## src/rtl/core/keyed_record_table_core_assert.svh

```systemverilog
// Assertion helpers shared by the record table modules.
`ifndef KEYED_RECORD_TABLE_CORE_ASSERT_SVH
`define KEYED_RECORD_TABLE_CORE_ASSERT_SVH

// Consequence checked in the same cycle as the trigger.
`define KRT_ASSERT_NOW(label, clk, rst_n, trig, cons, msg) \
    label: assert property (@(posedge clk) disable iff (!rst_n) (trig) |-> (cons)) \
        else $error(msg);

// Consequence checked in the cycle after the trigger.
`define KRT_ASSERT_NEXT(label, clk, rst_n, trig, cons, msg) \
    label: assert property (@(posedge clk) disable iff (!rst_n) (trig) |=> (cons)) \
        else $error(msg);

`endif

```

## src/rtl/core/krt_pkg.sv

```systemverilog
package krt_pkg;

    // Operation codes; code 3 is a no-op
    localparam logic [1:0] OP_INSERT = 2'd0;
    localparam logic [1:0] OP_DELETE = 2'd1;
    localparam logic [1:0] OP_LOOKUP = 2'd2;

    // Result status codes
    localparam logic [1:0] ST_OK      = 2'd0;
    localparam logic [1:0] ST_MISSING = 2'd1;
    localparam logic [1:0] ST_FULL    = 2'd2;

    localparam int unsigned KEY_W  = 32;
    localparam int unsigned WORD_W = 64;

    // Command transaction
    typedef struct packed {
        logic [1:0]              opcode;
        logic signed [KEY_W-1:0] key;
        logic [WORD_W-1:0]       name_word;
        logic [WORD_W-1:0]       group_word;
    } t_cmd;

    // Result transaction
    typedef struct packed {
        logic [1:0]        status;
        logic [WORD_W-1:0] name_out;
        logic [WORD_W-1:0] group_out;
    } t_rsp;

    // Table update request
    typedef struct packed {
        logic do_insert;
        logic do_delete;
    } t_upd_ctl;

endpackage

```

## src/rtl/core/krt_match.sv

```systemverilog
module krt_match
    import krt_pkg::*;
#(
    parameter int unsigned TABLE_DEPTH = 16,
    parameter int unsigned CNT_W       = $clog2(TABLE_DEPTH + 1)
) (
    input  logic signed [KEY_W-1:0] i_key,
    input  logic signed [KEY_W-1:0] i_keys   [TABLE_DEPTH],
    input  logic [WORD_W-1:0]       i_names  [TABLE_DEPTH],
    input  logic [WORD_W-1:0]       i_groups [TABLE_DEPTH],
    input  logic [CNT_W-1:0]        i_count,
    output logic [TABLE_DEPTH-1:0]  o_hit,
    output logic                    o_found,
    output logic [WORD_W-1:0]       o_name,
    output logic [WORD_W-1:0]       o_group
);

    logic [TABLE_DEPTH-1:0] match;

    // Compare the key against every occupied entry in parallel
    always_comb begin
        for (int j = 0; j < TABLE_DEPTH; j++) begin
            match[j] = (CNT_W'(j) < i_count) && (i_keys[j] == i_key);
        end
    end

    // Oldest match is the lowest set bit
    assign o_hit   = match & (~match + TABLE_DEPTH'(1));
    assign o_found = |match;

    // One-hot payload select
    always_comb begin
        o_name  = '0;
        o_group = '0;
        for (int j = 0; j < TABLE_DEPTH; j++) begin
            o_name  = o_name  | ({WORD_W{o_hit[j]}} & i_names[j]);
            o_group = o_group | ({WORD_W{o_hit[j]}} & i_groups[j]);
        end
    end

endmodule

```

## src/rtl/core/krt_store.sv

```systemverilog
module krt_store
    import krt_pkg::*;
#(
    parameter int unsigned TABLE_DEPTH = 16,
    parameter int unsigned CNT_W       = $clog2(TABLE_DEPTH + 1)
) (
    input  logic                    i_clk,
    input  logic                    i_rst_n,
    input  t_upd_ctl                i_ctl,
    input  t_cmd                    i_rec,
    input  logic [TABLE_DEPTH-1:0]  i_hit,
    output logic signed [KEY_W-1:0] o_keys   [TABLE_DEPTH],
    output logic [WORD_W-1:0]       o_names  [TABLE_DEPTH],
    output logic [WORD_W-1:0]       o_groups [TABLE_DEPTH],
    output logic [CNT_W-1:0]        o_count
);

`include "keyed_record_table_core_assert.svh"

    logic signed [KEY_W-1:0] r_keys   [TABLE_DEPTH];
    logic [WORD_W-1:0]       r_names  [TABLE_DEPTH];
    logic [WORD_W-1:0]       r_groups [TABLE_DEPTH];
    logic [CNT_W-1:0]        r_count;
    logic [CNT_W-1:0]        n_count;
    logic [TABLE_DEPTH-1:0]  shift_en;

    // Entries at or above the deleted one take their upper neighbor
    assign shift_en = ~(i_hit - TABLE_DEPTH'(1));

    // Entry count
    always_comb begin
        n_count = r_count;
        if (i_ctl.do_insert) begin
            n_count = r_count + CNT_W'(1);
        end else if (i_ctl.do_delete) begin
            n_count = r_count - CNT_W'(1);
        end
    end

    always_ff @(posedge i_clk) begin
        if (!i_rst_n) begin
            r_count <= '0;
        end else begin
            r_count <= n_count;
        end
    end

    // Entry storage: append at the tail, compact on delete
    for (genvar j = 0; j < TABLE_DEPTH; j++) begin : g_entry
        always_ff @(posedge i_clk) begin
            if (i_ctl.do_insert && (r_count == CNT_W'(j))) begin
                r_keys[j]   <= i_rec.key;
                r_names[j]  <= i_rec.name_word;
                r_groups[j] <= i_rec.group_word;
            end else if (i_ctl.do_delete && shift_en[j] && (j + 1 < TABLE_DEPTH)) begin
                r_keys[j]   <= r_keys[(j + 1) % TABLE_DEPTH];
                r_names[j]  <= r_names[(j + 1) % TABLE_DEPTH];
                r_groups[j] <= r_groups[(j + 1) % TABLE_DEPTH];
            end
        end
    end

    assign o_keys   = r_keys;
    assign o_names  = r_names;
    assign o_groups = r_groups;
    assign o_count  = r_count;

    // Checks
    `KRT_ASSERT_NOW(a_count_bound, i_clk, i_rst_n, 1'b1, r_count <= CNT_W'(TABLE_DEPTH), "count beyond depth")
    `KRT_ASSERT_NEXT(a_insert_grows, i_clk, i_rst_n, i_ctl.do_insert, r_count == $past(r_count) + CNT_W'(1), "insert did not grow table")
    `KRT_ASSERT_NOW(a_delete_hit, i_clk, i_rst_n, i_ctl.do_delete, $onehot(i_hit) && r_count != '0, "delete without single hit")

endmodule

```

## src/rtl/core/keyed_record_table_core.sv

```systemverilog
// Keyed record table: up to TABLE_DEPTH records (32-bit key, name and class
// words) kept in arrival order.
// Command channel: drive i_cmd and raise start; the transaction is taken at
// any edge where start is high and busy is low. busy never rises, so a new
// command may be issued every cycle.
// Result channel: o_valid pulses for one cycle with o_rsp; the receiver must
// take it then, there is no stall.
// Pipeline: a taken command is decoded from the command register against
// the table, and its result is taken into the result register, which
// drives o_valid (two register stages: command register, result register).
// Throughput: one command per clock. The whole table is compared in
// parallel and delete compaction shifts all later entries in the same cycle.
// Insert appends, delete removes the oldest matching key, lookup returns
// the oldest match; a full table drops inserts with a full status.
// Reset (synchronous, active low) empties the table and drops any command
// in flight; stored words are not cleared.
module keyed_record_table_core
    import krt_pkg::*;
#(
    parameter int unsigned TABLE_DEPTH = 16
) (
    input  logic i_clk,
    input  logic i_rst_n,
    input  logic start,
    output logic busy,
    input  t_cmd i_cmd,
    output logic o_valid,
    output t_rsp o_rsp
);

`include "keyed_record_table_core_assert.svh"

    localparam int unsigned CNT_W = $clog2(TABLE_DEPTH + 1);

    t_cmd                    r_cmd;
    logic                    r_cmd_vld;
    t_rsp                    r_rsp;
    t_rsp                    n_rsp;
    logic                    r_vld;
    t_upd_ctl                upd_ctl;
    logic signed [KEY_W-1:0] keys   [TABLE_DEPTH];
    logic [WORD_W-1:0]       names  [TABLE_DEPTH];
    logic [WORD_W-1:0]       groups [TABLE_DEPTH];
    logic [CNT_W-1:0]        count;
    logic [TABLE_DEPTH-1:0]  hit;
    logic                    found;
    logic [WORD_W-1:0]       hit_name;
    logic [WORD_W-1:0]       hit_group;
    logic                    full;

    assign busy = 1'b0;

    // Command register
    always_ff @(posedge i_clk) begin
        if (!i_rst_n) begin
            r_cmd_vld <= 1'b0;
        end else begin
            r_cmd_vld <= start && !busy;
        end
        if (start && !busy) begin
            r_cmd <= i_cmd;
        end
    end

    krt_match #(
        .TABLE_DEPTH(TABLE_DEPTH),
        .CNT_W      (CNT_W)
    ) u_match (
        .i_key   (r_cmd.key),
        .i_keys  (keys),
        .i_names (names),
        .i_groups(groups),
        .i_count (count),
        .o_hit   (hit),
        .o_found (found),
        .o_name  (hit_name),
        .o_group (hit_group)
    );

    krt_store #(
        .TABLE_DEPTH(TABLE_DEPTH),
        .CNT_W      (CNT_W)
    ) u_store (
        .i_clk   (i_clk),
        .i_rst_n (i_rst_n),
        .i_ctl   (upd_ctl),
        .i_rec   (r_cmd),
        .i_hit   (hit),
        .o_keys  (keys),
        .o_names (names),
        .o_groups(groups),
        .o_count (count)
    );

    assign full = (count == CNT_W'(TABLE_DEPTH));

    // Decode the command into a table update and a result
    always_comb begin
        upd_ctl   = '0;
        n_rsp     = '0;
        n_rsp.status = ST_OK;
        case (r_cmd.opcode)
            OP_INSERT: begin
                if (full) begin
                    n_rsp.status = ST_FULL;
                end else begin
                    upd_ctl.do_insert = r_cmd_vld;
                end
            end
            OP_DELETE: begin
                if (!found) begin
                    n_rsp.status = ST_MISSING;
                end else begin
                    upd_ctl.do_delete = r_cmd_vld;
                end
            end
            OP_LOOKUP: begin
                if (!found) begin
                    n_rsp.status = ST_MISSING;
                end else begin
                    n_rsp.name_out  = hit_name;
                    n_rsp.group_out = hit_group;
                end
            end
            default: begin
                n_rsp.status = ST_OK;
            end
        endcase
    end

    // Result register
    always_ff @(posedge i_clk) begin
        if (!i_rst_n) begin
            r_vld <= 1'b0;
        end else begin
            r_vld <= r_cmd_vld;
        end
        if (r_cmd_vld) begin
            r_rsp <= n_rsp;
        end
    end

    assign o_valid = r_vld;
    assign o_rsp   = r_rsp;

    // Checks
    `KRT_ASSERT_NOW(a_result_follows, i_clk, i_rst_n, start && !busy,
        ##2 o_valid, "accepted command gave no result")
    `KRT_ASSERT_NOW(a_miss_zero, i_clk, i_rst_n, o_valid && o_rsp.status != ST_OK,
        o_rsp.name_out == '0 && o_rsp.group_out == '0, "payload on failed command")
    `KRT_ASSERT_NOW(a_full_insert, i_clk, i_rst_n, o_valid && o_rsp.status == ST_FULL,
        $past(r_cmd.opcode) == OP_INSERT && $past(full), "full status without full insert")

endmodule

```

## config.mk

```make
export PLATFORM = sky130hd
export DESIGN_NAME = keyed_record_table_core
export DESIGN_NICKNAME = d
export VERILOG_FILES = /design/src/rtl/core/krt_pkg.sv /design/src/rtl/core/krt_match.sv /design/src/rtl/core/krt_store.sv /design/src/rtl/core/keyed_record_table_core.sv
export VERILOG_INCLUDE_DIRS = /design/src /design/src/rtl/core
export SDC_FILE = /design/constraint.sdc
export NUM_CORES = 2
export LEC_CHECK = 0
export BUFFER_PORTS_ARGS = -buffer_cell sky130_fd_sc_hd__buf_2
export CAP_MARGIN = 20
export CORE_ASPECT_RATIO = 0.7
export CORE_MARGIN = 10
export CORE_UTILIZATION = 50
export DETAILED_ROUTE_END_ITERATION = 8
export MAX_ROUTING_LAYER = met4
export PLACE_DENSITY = 0.73
export SLEW_MARGIN = 20
export SYNTH_ARGS = -nofsm -noshare
export SYNTH_HDL_FRONTEND = slang
export SYNTH_SLANG_ARGS = --single-unit
```

## constraint.sdc

```tcl
create_clock -name i_clk -period 19.73 [get_ports i_clk]
set_input_delay 0.9865 -clock i_clk [delete_from_list [all_inputs] [get_ports i_clk]]
set_output_delay 0.9865 -clock i_clk [all_outputs]
set_load 0.02 [all_outputs]
```

# Yosys cells after proc, flatten, opt, wreduce, memory -nomap -nowiden
# Index checks and enable logic that the tools add are counted.
classes:
  n_addsub: 4
  mul: 0
  n_div: 0
  magnitude_cmp: 16
  eq_ne: 34
  n_shift: 0
  n_mux: 99
  n_bitwise: 65
  n_reduce_logical: 68
op_table:
  columns: ["operator", "n"]
  rows:
  - ["64-bit 2-to-1 mux", 60]
  - ["64-bit bitwise AND", 32]
  - ["64-bit bitwise OR", 30]
  - ["32-bit 2-to-1 mux", 30]
  - ["32-bit equality test", 16]
  - ["1-bit logical AND", 47]
  - ["5-bit by 4-bit equality test with 1-bit output, second input constant", 8]
  - ["4-bit by 5-bit less-than comparator with 1-bit output, first input constant", 8]
  - ["2-bit nonzero test", 16]
  - ["5-bit by 3-bit equality test with 1-bit output, second input constant", 4]
  - ["3-bit by 5-bit less-than comparator with 1-bit output, first input constant", 4]
  - ["16-bit by 1-bit adder with 16-bit output, second input constant", 1]
  - ["16-bit bitwise AND", 1]
  - ["16-bit NOT", 1]
  - ["16-bit OR reduction", 1]
  - ["15-bit NOT", 1]
  - ["15-bit by 1-bit subtractor with 15-bit output, second input constant", 1]
  - ["5-bit by 2-bit equality test with 1-bit output, second input constant", 2]
  - ["1-bit by 5-bit less-than comparator with 1-bit output, first input constant", 2]
  - ["2-bit by 5-bit less-than comparator with 1-bit output, first input constant", 2]
  - ["5-bit 2-to-1 mux", 2]
  - ["5-bit by 1-bit adder with 5-bit output, second input constant", 1]
  - ["5-bit by 1-bit equality test with 1-bit output, second input constant", 1]
  - ["5-bit equality test, second input constant", 1]
  - ["10 further kinds", 14]
totals:
  regBits: 2859
  latch_bits: 0
  mem_bits_rw: 0
  rom_bits: 0
  inputBits: 165
  out_inout_bits: 132
  word_cells: 344
  mem_count: 0

# Logic depth before layout (Yosys ltp)
depth:
  ltp_word: 21
  ltp_mapped: 15
  depth_no_buf: 10

# Modules after synthesis
# From an unflattened synthesis, not the netlist that was laid out.
unflattened:
  cells_unflattened: 9702
  hier_area_um2: 140352.1
modules_own_cells:
  columns: ["mod", "instances", "cells_per_inst", "area_each_um2", "seq_area_each_um2"]
  rows:
  - ["krt_store", 1, 5496, 106697.3, 76973.8]
  - ["krt_match", 1, 3739, 23707.7, 0.0]
  - ["keyed_record_table_core", 1, 467, 9947.0, 8808.4]

# Worst setup path after synthesis
# OpenSTA, ideal clock, no wires.
synth_path:
  kind: "register -> register"
  startpoint: "reg r_cmd_vld"
  endpoint: "reg u_store.r_groups (netlist bit u_store.o_groups[192]), enable pin"
  setup_time_ns: 0.901
  arrival_ns: 15.088
  slack_ns: 3.741
  stages_incl_launch_ff: 5
  synth_period_minus_slack_ns: 15.989
  cell_sequence: "dfxtp_1 -> clkbuf_1 -> nand2_1 -> or2_2 -> o21ai_0"
synth_via:
  elab_chain_cells: 4
  word_cells_on_any_way: 7
  classes_between: "mux (4); reduce/logical (3)"
synth_lines:
  columns: ["item", "line_no", "text"]
  rows:
  - ["start, declared", "keyed_record_table_core.sv:36", "logic r_cmd_vld;"]
  - ["start signal, assigned", "keyed_record_table_core.sv:58", "r_cmd_vld <= start && !busy;"]
  - ["1-bit 2-to-1 mux (on tied branches)", "keyed_record_table_core.sv:111, keyed_record_table_core.sv:104", null]
  - ["1-bit 2-to-1 mux", "keyed_record_table_core.sv:102", "case (r_cmd.opcode)"]
  - ["1-bit logical AND (on tied branches)", "krt_store.sv:55, krt_store.sv:51", null]
  - ["2-bit nonzero test (no source line) (*)", null, null]
  - ["end signal, assigned by index", "krt_store.sv:54", "r_groups[j] <= i_rec.group_word;"]
  - ["end signal, assigned by index", "krt_store.sv:58", "r_groups[j] <= r_groups[(j + 1) % TABLE_DEPTH];"]
  - ["end, declared", "krt_store.sv:22", "logic [WORD_W-1:0] r_groups [TABLE_DEPTH];"]
# Mark *: on every way between the ends. The rest lies on a longest branch, timed or not.
# A chain may end at the register's enable or synchronous reset.

# Worst setup path in the final report
layout_path:
  startpoint: "reg r_cmd[140] (netlist bit)"
  endpoint: "reg u_store.r_groups (netlist bit u_store.o_groups[140]), enable pin"
layout_via:
  elab_chain_cells: 9
  word_cells_on_any_way: 42
  classes_between: "add/sub (2); eq/ne (16); mux (2); bitwise (3); reduce/logical (19)"
layout_lines:
  columns: ["item", "line_no", "text"]
  rows:
  - ["start, declared", "keyed_record_table_core.sv:35", "t_cmd r_cmd;"]
  - ["start signal, assigned", "keyed_record_table_core.sv:61", "r_cmd <= i_cmd;"]
  - ["32-bit equality test", "krt_match.sv:23", "match[j] = (CNT_W'(j) < i_count) && (i_keys[j] == i_key);"]
  - ["1-bit logical AND", "krt_match.sv:23", null]
  - ["16-bit NOT", "krt_match.sv:28", "assign o_hit = match & (~match + TABLE_DEPTH'(1));"]
  - ["16-bit by 1-bit adder with 16-bit output", "krt_match.sv:28", null]
  - ["16-bit bitwise AND", "krt_match.sv:28", null]
  - ["15-bit by 1-bit subtractor with 15-bit output", "krt_store.sv:28", "assign shift_en = ~(i_hit - TABLE_DEPTH'(1));"]
  - ["15-bit NOT", "krt_store.sv:28", null]
  - ["1-bit logical AND (*)", "krt_store.sv:55", "end else if (i_ctl.do_delete && shift_en[j] && (j + 1 < TABLE_DEPTH)) begin"]
  - ["2-bit nonzero test (no source line) (*)", null, null]
# Marked as above.

==> results by group <==
Worst setup path
  • Crit Path Max Fanout: 51
  • CP startpoint kind: register
  • Critical Path Sink Type: register
  • Max stage delay on crit path: just over 0.9 ns
  • Slowest-stage cell, CP: buf_4
  • Worst Path Required: 20.21 ns
  • Critical path class: reg -> reg
  • Most used cell along the critical path: buf_4
  • Arr. time, crit path: 8.54 ns
  • CP Cell Sequence: buf_4, xor2_1, nor4_1, nand4_1, nor3_2, buf_4, nand2b_4, nand4b_4, nor4_4, or2_2, o21ai_4, buf_4, buf_4
  • Worst path bufs/invs: 4
  • R2r setup slk: 11.67 ns
  • Largest delay share family, worst path: simple AND/OR/NAND/NOR gates

GRT
  • Pin count of the biggest net entering global routing: 173
  • GRT Residual Overflow: 0
  • Tot GR Track Use: 35.10%
  • Vias in the first global route: 103378
  • First-pass GRT wire length: ~750000 um
  • Initial antenna violation count: 23

Placed design
  • GPL Wtd Cong: ~1.1
  • Count of input and output buffers: 295
  • Dpl hpwl: 293000 um

Timing
  • Fmax: 124.1 MHz
  • Setup_tns: 0 ns
  • Fin. max-slew vios: 0
  • Skew final: 0.06658 ns
  • Min Tclk post-route: between 8 and 9 ns
  • Worst-margin pin slew: 1.297 ns
  • Setup repair after global routing missed its margin: no
  • Final setup violation count: 0
  • Relative slew slack: 12.92%
  • Fin crit share: 40.85%
  • Endpoints failing hold: 0

CTS
  • H-tree level count: 5
  • Clock slew at reported path FFs: 0.07 ns
  • CTS sink count: 2859
  • CTS Buffer Depth: 4
  • Post-CTS setup buffer count: 0
  • Hold_buf cts: 0
  • CTS tree: yes
  • Clk root buf: clkbuf_16
  • Post-CTS resize count: 0
  • CTS buffer count: 288
  • Clk Latency, worst-skew pair: 0.92 ns

Final layout
  • Syn-to-layout area delta: 9.492%
  • Layout cell share with drive strength beyond 1: 17.86%
  • Final Util: 55.06%
  • Final nets: 11894

Run
  • Maxcap violations: 0

Synthesis
  • Seq/Total Area, Yosys: 62.00%
  • Yosys warnings: 0
  • Post-synth EDFFs: 2852
  • Mapped Avg Cell Area: 11.54 um^2
  • Leading area contributor after synthesis: edfxtp_1
  • Seq cells post-synth: around 2900
  • Synth cell types: 68
  • Asr flop ratio synth: 0%
  • Cells after Synth: 11995
  • Synth Net Count: approximately 12000
  • Post-synthesis cell area: 138400 um^2
  • Synth Flop Type: edfxtp_1
  • Yosys top cell area share: 61.90%
  • Synth top area cells: edfxtp_1 62%, nand2_1 11%, mux2_2 9.0%

Power and ir drop
  • Power Total: 12.58 mW
  • Cell Pwr Density: just over 80 nW/um^2
  • P_leak: about 53 nW
  • Maximum VDD drop: slightly below 0.00008 V

Floorplanning
  • Die H: 460.1 um
  • Row cnt: 161
  • Die X: 648.8 um
  • IO Pins: 297
  • Core area: 275200 um^2
  • Initial core utilization: between 50% and 60%
  • DIE AREA: 298500 um^2

Routing
  • Residual DRC: 3
  • Post-DRT Antenna Nets: 0
  • DR WL/cell: 34.04 um
  • DR pass1 iterations: 9
  • DR vias: 107582
  • Vias per inst: 6.883
  • Total Wirelength: ~530000 um
  • Iter 0 DRT Violations: about 20000

Status
  • Failing checks: design-rule violations
  • Status: finished, violations left

Worst hold path
  • Min-delay worst type: in -> reg
-- final timing paths --
path,startpoint,end,cells past startpoint
worst max register to register,r_cmd[140],u_store.o_groups[140],13
worst max-delay path,r_cmd[140],u_store.o_groups[140],13
worst min register to register,u_store.o_groups[103],u_store.o_groups[167],2
worst min-delay path,i_cmd[50],r_cmd[50],1
-- worst register-to-register path, stage by stage (launching register included) --
cell	delay (ns)
edfxtp_1	0.32
buf_4	0.48
xor2_1	0.19
nor4_1	0.59
nand4_1	0.60
nor3_2	0.48
buf_4	0.73
nand2b_4	0.81
nand4b_4	0.37
nor4_4	0.12
or2_2	0.47
o21ai_4	0.59
buf_4	0.82
buf_4	0.97
-- cell usage after synthesis (7+ instances only) --
master / count
a21oi_1: 428
a221oi_1: 113
a221oi_2: 14
a222oi_1: 46
a22o_1: 127
a22oi_1: 127
a311oi_1: 126
a31oi_1: 129
a32o_1: 81
a41oi_1: 73
a41oi_2: 10
and2_1: 8
and3_1: 9
buf_1: 41
buf_2: 147
buf_4: 32
buf_6: 20
clkbuf_1: 840
dfxtp_1: 7
edfxtp_1: 2852
ha_1: 9
inv_1: 13
mux2_2: 1108
nand2_1: 4112
nand2b_1: 7
nand3_1: 110
nand4_1: 167
nor2_1: 194
nor3_1: 111
nor4_1: 182
nor4b_1: 45
o21ai_0: 50
o221ai_1: 47
o2bb2ai_1: 45
xnor2_1: 313
xor2_1: 196
-- layer usage --
layer,global-route usage [%],share of wire [%]
met3,13.58,18
met5,-,0
met2,47.21,40
met1,46.79,36
met4,15.61,5.4
-- cell families after synthesis --
| kind of cell | count (synthesis) | synth area share (%) |
|---|---|---|
| AND/OR/NAND/NOR | 4982 | 14.72 |
| flip-flops | 2859 | 62.00 |
| AO/OA/AOI/OAI | 1430 | 7.640 |
| multiplexers | 1112 | 9.046 |
| buffers and inverters | 1093 | 3.293 |
| XOR/XNOR | 509 | 3.222 |
| adder cells (fa/ha/maj) | 9 | 0.08139 |
| other | 1 | 0.002710 |
-- flip-flops by register name, summed over array words and instances, names as in the netlist --
| name | flops |
|---|---|
| u_store.o_groups | 1024 |
| u_store.o_names | 1024 |
| u_store.o_keys | 512 |
| r_cmd | 162 |
| o_rsp | 130 |
| u_store.o_count | 5 |
| o_valid | 1 |
| r_cmd_vld | 1 |
-- through the flow --
| step | hold slack (ns) | area (um^2) | worst slack (ns) | cells |
|---|---|---|---|---|
| 2_1_floorplan | 0.4206 | 138400 | 3.741 | 11995 |
| 3_3_place_gp | 0.5211 | 142400 | 11.73 | 15091 |
| 3_5_place_dp | 0.5291 | 142400 | 11.60 | 15092 |
| 4_1_cts | 0.2101 | 151300 | 11.56 | 15596 |
| 5_1_grt | 0.2262 | 151500 | 11.79 | 15624 |
| 6_report | 0.2343 | 151500 | 11.67 | 15630 |
-- layout make-up --
class                   count  area, um^2
clock buffers             353        7621
flip-flops and latches   2859       85790
clock inverters           151        1266
fillers                 22590      123700
well taps                3667        4588
repair buffers            515        3518
diodes                     29       72.57
multi-input cells        8043       48600
inverters                  13       48.80
-- report_power, final --
part	switching [mW]	internal, mW	total (mW)
logic	0.254	0.0942	0.348
registers	0.132	6.65	6.78
clock network	2.46	2.99	5.45
total	2.84	9.74	12.6
-- placed cells by master (no fill, tap or decap), types with 11 or more instances in the layout --
cell type	instances
clkinv_1	58
buf_4	189
nand4_1	167
a22o_1	127
a31oi_1	129
a221oi_2	14
bufinv_16	18
a221oi_1	113
a21oi_1	428
nor4_1	174
a22oi_1	127
nand3_1	102
nor4b_1	45
nor2_1	190
a311oi_1	126
buf_12	19
a222oi_1	46
nand2_1	4099
o21ai_0	36
clkbuf_16	296
nor3_2	11
clkinv_2	51
nor3_1	101
inv_1	13
diode_2	29
o21ai_4	14
xnor2_1	313
o2bb2ai_1	45
a32o_1	81
clkbuf_1	57
mux2_2	1108
edfxtp_1	2852
xor2_1	196
nand2_4	12
o221ai_1	47
a41oi_1	73
buf_2	294
No activity file was read; power rests on OpenSTA's default activity.
